### src/sv/srgb_to_cie_xy_unit_defines.svh
// assertion macros for the srgb to cie xy top level
`ifndef SRGB_TO_CIE_XY_UNIT_DEFINES_SVH
`define SRGB_TO_CIE_XY_UNIT_DEFINES_SVH

// same-cycle implication, disabled during reset
`define S2XY_ASSERT_IMP(lbl, pre, post) \
  lbl: assert property (@(posedge clk_i) disable iff (!rst_ni) (pre) |-> (post)) \
    else $error("s2xy assertion failed");

// next-cycle implication, disabled during reset
`define S2XY_ASSERT_NXT(lbl, pre, post) \
  lbl: assert property (@(posedge clk_i) disable iff (!rst_ni) (pre) |=> (post)) \
    else $error("s2xy assertion failed");

`endif

### src/sv/s2xy_pkg.sv
// types, constants and the gamma table for the srgb to cie xy unit
package s2xy_pkg;

  localparam int unsigned LIN_W = 16;
  localparam int unsigned PROD_W = 32;
  localparam int unsigned XYZ_W = 33;
  localparam int unsigned SUM_W = 34;

  typedef logic [LIN_W-1:0] gamma_rom_t [256];

  typedef struct packed {
    logic [XYZ_W-1:0] x;
    logic [XYZ_W-1:0] y;
    logic [SUM_W-1:0] s;
  } s2xy_xys_t;

  localparam logic [15:0] XYZ_COEF [3][3] = '{
    '{16'd27027, 16'd23435, 16'd11829},
    '{16'd13932, 16'd46869, 16'd4732},
    '{16'd1265,  16'd7811,  16'd62292}
  };

  // inverse srgb gamma in q0.16, evaluated at elaboration
  function automatic gamma_rom_t build_gamma_rom();
    gamma_rom_t rom;
    longint unsigned u;
    longint unsigned u2;
    longint unsigned lo;
    longint unsigned hi;
    longint unsigned mid;
    longint unsigned p;
    longint unsigned lin;
    longint unsigned q;
    for (int c = 0; c < 256; c++) begin
      if (c <= 10) begin
        q = (longint'(c) * 64'd6553600 + 64'd164730) / 64'd329460;
      end else begin
        u = ((longint'(c) * 64'd1000 + 64'd14025) << 30) / 64'd269025;
        u2 = (u * u) >> 30;
        lo = 0;
        hi = 64'd1 << 30;
        while (lo < hi) begin
          mid = (lo + hi + 64'd1) >> 1;
          p = mid;
          for (int k = 0; k < 4; k++) begin
            p = (p * mid) >> 30;
          end
          if (p <= u2) begin
            lo = mid;
          end else begin
            hi = mid - 64'd1;
          end
        end
        lin = (u2 * lo) >> 30;
        q = (lin + 64'd8192) >> 14;
        if (q > 64'd65535) q = 64'd65535;
      end
      rom[c] = q[LIN_W-1:0];
    end
    return rom;
  endfunction

  localparam gamma_rom_t GAMMA_ROM = build_gamma_rom();

endpackage

### src/sv/s2xy_matrix.sv
// gamma lookup and 3x3 matrix, four register stages
module s2xy_matrix import s2xy_pkg::*; (
  input  logic       clk_i,
  input  logic       rst_ni,
  input  logic       en_i,
  input  logic       valid_i,
  input  logic [7:0] red_i,
  input  logic [7:0] green_i,
  input  logic [7:0] blue_i,
  output logic       valid_o,
  output s2xy_xys_t  xys_o
);

  logic [3:0] v_q;
  logic [LIN_W-1:0] lin_q [3];
  logic [PROD_W-1:0] prod_q [3][3];
  logic [XYZ_W-1:0] comp_q [3];
  s2xy_xys_t xys_q;

  always_ff @(posedge clk_i or negedge rst_ni) begin
    if (!rst_ni) begin
      v_q <= '0;
    end else if (en_i) begin
      v_q <= {v_q[2:0], valid_i};
    end
  end

  always_ff @(posedge clk_i) begin
    if (en_i) begin
      lin_q[0] <= GAMMA_ROM[red_i];
      lin_q[1] <= GAMMA_ROM[green_i];
      lin_q[2] <= GAMMA_ROM[blue_i];
      for (int i = 0; i < 3; i++) begin
        for (int j = 0; j < 3; j++) begin
          prod_q[i][j] <= PROD_W'(XYZ_COEF[i][j]) * PROD_W'(lin_q[j]);
        end
        comp_q[i] <= XYZ_W'(prod_q[i][0]) + XYZ_W'(prod_q[i][1]) + XYZ_W'(prod_q[i][2]);
      end
      xys_q.x <= comp_q[0];
      xys_q.y <= comp_q[1];
      xys_q.s <= SUM_W'(comp_q[0]) + SUM_W'(comp_q[1]) + SUM_W'(comp_q[2]);
    end
  end

  assign valid_o = v_q[3];
  assign xys_o = xys_q;

endmodule

### config.mk
export PLATFORM = sky130hd
export DESIGN_NAME = s2xy_matrix
export DESIGN_NICKNAME = d
export VERILOG_FILES = /design/src/sv/srgb_to_cie_xy_unit_defines.svh /design/src/sv/s2xy_pkg.sv /design/src/sv/s2xy_matrix.sv
export SDC_FILE = /design/constraint.sdc
export NUM_CORES = 2
export LEC_CHECK = 0
export BUFFER_PORTS_ARGS = -buffer_cell sky130_fd_sc_hd__buf_4
export CAP_MARGIN = 20
export CORE_ASPECT_RATIO = 1.25
export CORE_MARGIN = 5
export CORE_UTILIZATION = 30
export DETAILED_ROUTE_END_ITERATION = 12
export GPL_TIMING_DRIVEN = 1
export SETUP_SLACK_MARGIN = 0.3
export SLEW_MARGIN = 10
export SYNTH_ARGS = -nofsm -noshare
export SYNTH_HDL_FRONTEND = slang
export SYNTH_SLANG_ARGS = --single-unit
export TNS_END_PERCENT = 50
### constraint.sdc
create_clock -name clk_i -period 6 [get_ports clk_i]
set_clock_uncertainty 0.1 [all_clocks]
set_input_delay 0.6 -clock clk_i [delete_from_list [all_inputs] [get_ports clk_i]]
set_output_delay 0.6 -clock clk_i [all_outputs]
set_load 0.02 [all_outputs]
Word level (Yosys, flattened, before mapping)
Memory sizes are Yosys's and may differ from the RTL's.
Index checks and enable logic that the tools add are counted.
{"block": "word_totals", "romBits": 12288, "out_inout_bits": 101, "in_bits": 28, "regBits": 104, "ramBits": 432, "n_memories": 6}
{"block": "op_classes", "add_sub_neg": 8, "magnitude_cmp": 3, "n_mux": 8, "multipliers": 9, "bitwise": 3}
{"memory": "(name not given)", "depth": 256, "word_bits": 16, "rd": 1, "rd_ports_with_merged_regs": 0, "wr": 0, "line_no": "s2xy_matrix.sv:32", "text": "lin_q[2] <= GAMMA_ROM[blue_i];"}
{"memory": "(name not given)", "depth": 256, "word_bits": 16, "rd": 1, "rd_ports_with_merged_regs": 0, "wr": 0, "line_no": "s2xy_matrix.sv:31", "text": "lin_q[1] <= GAMMA_ROM[green_i];"}
{"memory": "(name not given)", "depth": 256, "word_bits": 16, "rd": 1, "rd_ports_with_merged_regs": 0, "wr": 0, "line_no": "s2xy_matrix.sv:30", "text": "lin_q[0] <= GAMMA_ROM[red_i];"}
{"memory": "prod_q", "depth": 3, "word_bits": 95, "rd": 3, "rd_ports_with_merged_regs": 0, "wr": 3, "line_no": "s2xy_matrix.sv:16", "text": "logic [PROD_W-1:0] prod_q [3][3];"}
{"memory": "comp_q", "depth": 3, "word_bits": 33, "rd": 3, "rd_ports_with_merged_regs": 0, "wr": 3, "line_no": "s2xy_matrix.sv:17", "text": "logic [XYZ_W-1:0] comp_q [3];"}
{"memory": "lin_q", "depth": 3, "word_bits": 16, "rd": 3, "rd_ports_with_merged_regs": 0, "wr": 3, "line_no": "s2xy_matrix.sv:15", "text": "logic [LIN_W-1:0] lin_q [3];"}
{"op": "$add A32 B32 Y33", "count": 3}
{"op": "$add A33 B32 Y33", "count": 3}
{"op": "$mux W16", "count": 6}
{"op": "$mul A15 B16 Y31 const A", "count": 2}
{"op": "$mul A14 B16 Y30 const A", "count": 2}
{"op": "$mul A11 B16 Y27 const A", "count": 2}
{"op": "$add A33 B33 Y34", "count": 1}
{"op": "$add A34 B33 Y34", "count": 1}
{"op": "$mul A16 B16 Y32 const A", "count": 1}
{"op": "$mul A13 B16 Y29 const A", "count": 1}
{"op": "$mul A12 B16 Y28 const A", "count": 1}
{"op": "$ge A9 B9 Y1 const B", "count": 3}
{"op": "$not A8 Y9", "count": 3}
{"op": "$mux W1", "count": 2}

Depth between registers and ports, before layout
{"block": "logic_depth", "word_depth": 4, "depth_mapped": 24}

Worst setup path before layout
OpenSTA, ideal clock, no wires.
{"block": "synth_path", "path_kind": "reg-to-reg", "start": "memory lin_q[1][5] (netlist: lin_q[0][21])", "end": "memory prod_q[1][60] (netlist name) (data pin)", "arrival_time_ns": 5.680, "stages_incl_launch_ff": 22, "slack_ns": -0.046, "n_path_buf": 0, "setup_ns": 0.266, "synth_period_minus_slack_ns": 6.046, "t_required_ns": 5.634, "path_cell_list": "edfxtp_1 -> inv_1 -> fa_1 -> inv_1 -> fa_1 -> inv_1 -> fa_1 -> inv_1 -> fa_1 -> fa_1 -> inv_1 -> fa_1 -> inv_1 -> ha_1 -> nor3_1 -> a211oi_2 -> o41ai_2 -> nor2_1 -> a41o_1 -> nor4_1 -> nor3_1 -> xor2_1"}
{"item": "start, declared", "line_no": "s2xy_matrix.sv:15"}
{"item": "end, declared", "line_no": "s2xy_matrix.sv:16"}

==> summary.md <==
| Metric | Value |
|---|---|
| Wire per inst | `23.11 um` |
| DRC viols | `0` |
| Most frequent cells in the layout | `inv_1, ha_1, fa_1` |
| WL final | `249.6 mm` |
| Die Wd | `442.2 um` |
| Synth async-reset ratio | `0.7968%` |
| Antenna viol nets, final | `0` |
| Clock transition at path regs | `0.06 ns` |
| Overflow after GRT | `0` |
| Vias | `57,420` |
| Most common cell after layout, fill and taps aside | `inv_1` |
| Fin. Hold Viols | `0` |
| Hold EP | `v_q[0]` |
| Critical R2R Capture | `prod_q[2][57]` |
| Outcome | `finished, final reports clean` |
| Fraction of layout cells with a size suffix above 1 | `13.43%` |
| CTS tree | `done` |
| Yosys reg bits | `502` |
| Avg Inst Size Synth | `9.529 um^2` |
| Clock root cell | `clkbuf_16` |
| Synth area leader | `edfxtp_1` |
| Starting Density | `30.11%` |
| CTS H-tree depth | `2` |
| Core Rows | `198` |
| Reg2reg path depth | `21` |
| Part of the cycle the worst path needs | `97.00%` |
| CP Data Arrival Time | `6.13 ns` |
| Iter 0 DRT Violations | `5,395` |
| Area Overhead vs Synth | `15.43%` |
| Mapped Area | `70,040 um^2` |
| Vias in the first global route | `59,120` |
| Ys flop type | `edfxtp_1` |
| Crit path launch type | `flip-flop` |
| TritonCTS buffer count | `51` |
| Core ar. | `232,600 um^2` |
| Initial antenna violation count | `10` |
| Largest net degree at the start of global routing | `149` |
| Synth warn | `0` |
| Number of setup violations in the final report | `0` |
| WHS Path Cells | `2` |
| Synth cell types | `98` |
| Final Max Slew Viols | `0` |
| Net count after synthesis | `9,149` |
| Final GP Congestion | `0.9583` |
| Non-filler cells, final | `10,800` |
| Via density | `5.317` |
| First-pass GRT wire length | `373.0 mm` |
| Synth top area cells | `edfxtp_1, fa_1, ha_1` |
| DP Wirelength | `201.0 mm` |
| DRT Pass-1 Iters | `6` |
| Die area | `243,300 um^2` |
| Maximum fanout along the worst path | `4` |
| Post-layout min period | `5.820 ns` |
| CTS Sinks | `502` |
| CTS Buffer Depth | `3` |
| Worst slew pin tran | `1.127 ns` |
| CP Class | `flip-flop to flip-flop` |
| Ports | `129` |
| RSZ-0062 raised after global routing | `yes` |
| GRT Total Usage | `19.92%` |
| Reg2reg start | `lin_q[0][22]` |
| Max Clock Freq | `171.8 MHz` |
| Clock latency on the worst-skew pair | `0.66 ns` |
| EDFF count, synth | `498` |
| Syn Inst Count | `7,350` |
| CP endpoint kind | `flip-flop` |
| Top cell type's share of synthesized area | `21.35%` |
| MaxCap Viol Count | `0` |
| Worst reg-to-reg setup slack | `0.18 ns` |
| Max_slew headroom | `24.07%` |
| Sequential-to-total area share from yosys stat | `21.50%` |
| Dpl cells | `10,590` |
| Chip Height | `550.2 um` |
| Hold Crit Class | `input port to flip-flop` |
| IO buf count | `128` |
| Worst EP required | `6.31 ns` |
| Worst Min Path Start | `valid_i` |
| Nets | `9,448` |
-- final cells by class --
class	count	area, um^2
tap	3100	3879
inverter	1086	4098
timing repair buffer	560	4442
clock inverter	40	501.7
antenna	7	17.52
sequential	502	15050
clock buffer	56	1316
fill	23500	151800
multi-input combinational	5448	51540
-- synthesized netlist by cell type, types with 12 or more instances --
| master | n |
|---|---|
| nor3_1 | 104 |
| ha_1 | 1029 |
| o211ai_1 | 76 |
| inv_1 | 1077 |
| xnor2_1 | 234 |
| a22oi_1 | 12 |
| edfxtp_1 | 498 |
| clkbuf_1 | 230 |
| a311oi_1 | 36 |
| a21boi_0 | 12 |
| o311ai_0 | 32 |
| xor2_1 | 109 |
| nand2_1 | 459 |
| nor2_1 | 431 |
| a31oi_1 | 86 |
| a211oi_1 | 114 |
| buf_1 | 71 |
| o31ai_1 | 30 |
| o21a_1 | 47 |
| o221ai_1 | 27 |
| nand4_1 | 32 |
| a21o_1 | 187 |
| o21bai_1 | 42 |
| mux4_2 | 12 |
| fa_1 | 742 |
| o22ai_1 | 37 |
| a2111oi_0 | 15 |
| or2_2 | 13 |
| a221oi_1 | 29 |
| a21oi_1 | 596 |
| a31o_2 | 12 |
| nand3_1 | 97 |
| or3_1 | 15 |
| a221o_1 | 13 |
| nor3b_1 | 12 |
| nand3b_1 | 15 |
| nand2b_1 | 44 |
| o21ai_0 | 426 |
| and2_1 | 20 |
| and3_1 | 22 |
| nor2b_1 | 53 |
| o21ai_1 | 17 |
-- repair_timing --
item | in CTS | in global routing
pin swaps | 74 | 172
buffers inserted | 54 | 49
setup endpoints to repair | 49 | 76
gates resized for setup | 106 | 297
hold endpoints to repair | 4 | 0
cloned | 0 | 0
hold buffers | 1 | 0
-- logic make-up after synthesis --
kind of cell / synth area share [%]
AOI/OAI and AO/OA: 17.87
adders and majority gates: 39.59
muxes: 0.6235
xor gates and xnor gates: 4.289
buffers and inverters: 7.586
and+or+nand+nor: 8.547
DFF: 21.50
-- flip-flops by register name, indices dropped and copies added, names as in the netlist --
register / cells
prod_q: 251
xys_o: 100
comp_q: 99
lin_q: 48
v_q: 4
-- through the flow --
| stage | setup slack, ns | TNS [ns] | hold slack [ns] | area (um^2) | utilization [%] |
|---|---|---|---|---|---|
| after CTS | 0.1323 | 0 | 0.05624 | 79140 | 34.02 |
| final | 0.1798 | 0 | 0.09612 | 80840 | 34.75 |
| after detailed placement | -0.1188 | -0.2229 | 0.2990 | 76340 | 32.81 |
| after global routing | -0.05781 | -0.1197 | 0.07767 | 80830 | 34.75 |
| after global placement | -0.08549 | -0.1176 | 0.2963 | 76340 | 32.81 |
| after floorplan | 0.1940 | 0 | 0.2044 | 70220 | - |
-- worst max-delay path by stage --
stage	startpoint	endpoint	slack [ns]	cells past startpoint
finish	lin_q[0][22]	prod_q[2][57]	0.18	21
global placement	lin_q[0][19]	prod_q[1][60]	-0.09	21
detailed placement	lin_q[0][19]	prod_q[1][60]	-0.12	21
global route	lin_q[0][34]	prod_q[2][29]	-0.06	20
CTS	lin_q[0][20]	prod_q[1][60]	0.13	23
floorplan	lin_q[0][32]	prod_q[2][28]	0.19	22
-- worst max-delay path, cell delays in order (launching register included) --
cell and delay (ns):
edfxtp_1 0.46, buf_6 0.16, inv_4 0.05, fa_1 0.44
buf_4 0.16, fa_1 0.52, inv_2 0.05, fa_1 0.51
inv_1 0.05, fa_2 0.52, inv_2 0.04, fa_2 0.54
ha_4 0.20, a21o_1 0.16, a21o_1 0.15, a21o_1 0.17
a21o_1 0.19, a2111oi_4 0.41, o31ai_4 0.17, a31o_2 0.28
a21oi_2 0.15, xnor2_1 0.08
-- layer usage --
layer  up-vias  track usage (%)  part of all wire [%]
met1     28320            23.81                    39
met4         4            11.16                   7.0
met2      2217            35.24                    49
met5         -                0                0.0088
li1      26230                -                     -
met3       651            1.840                   5.1
Power is left out: the tool's default activity adds up to more than one toggle a clock period on the data nets, which glitch-free logic cannot reach.
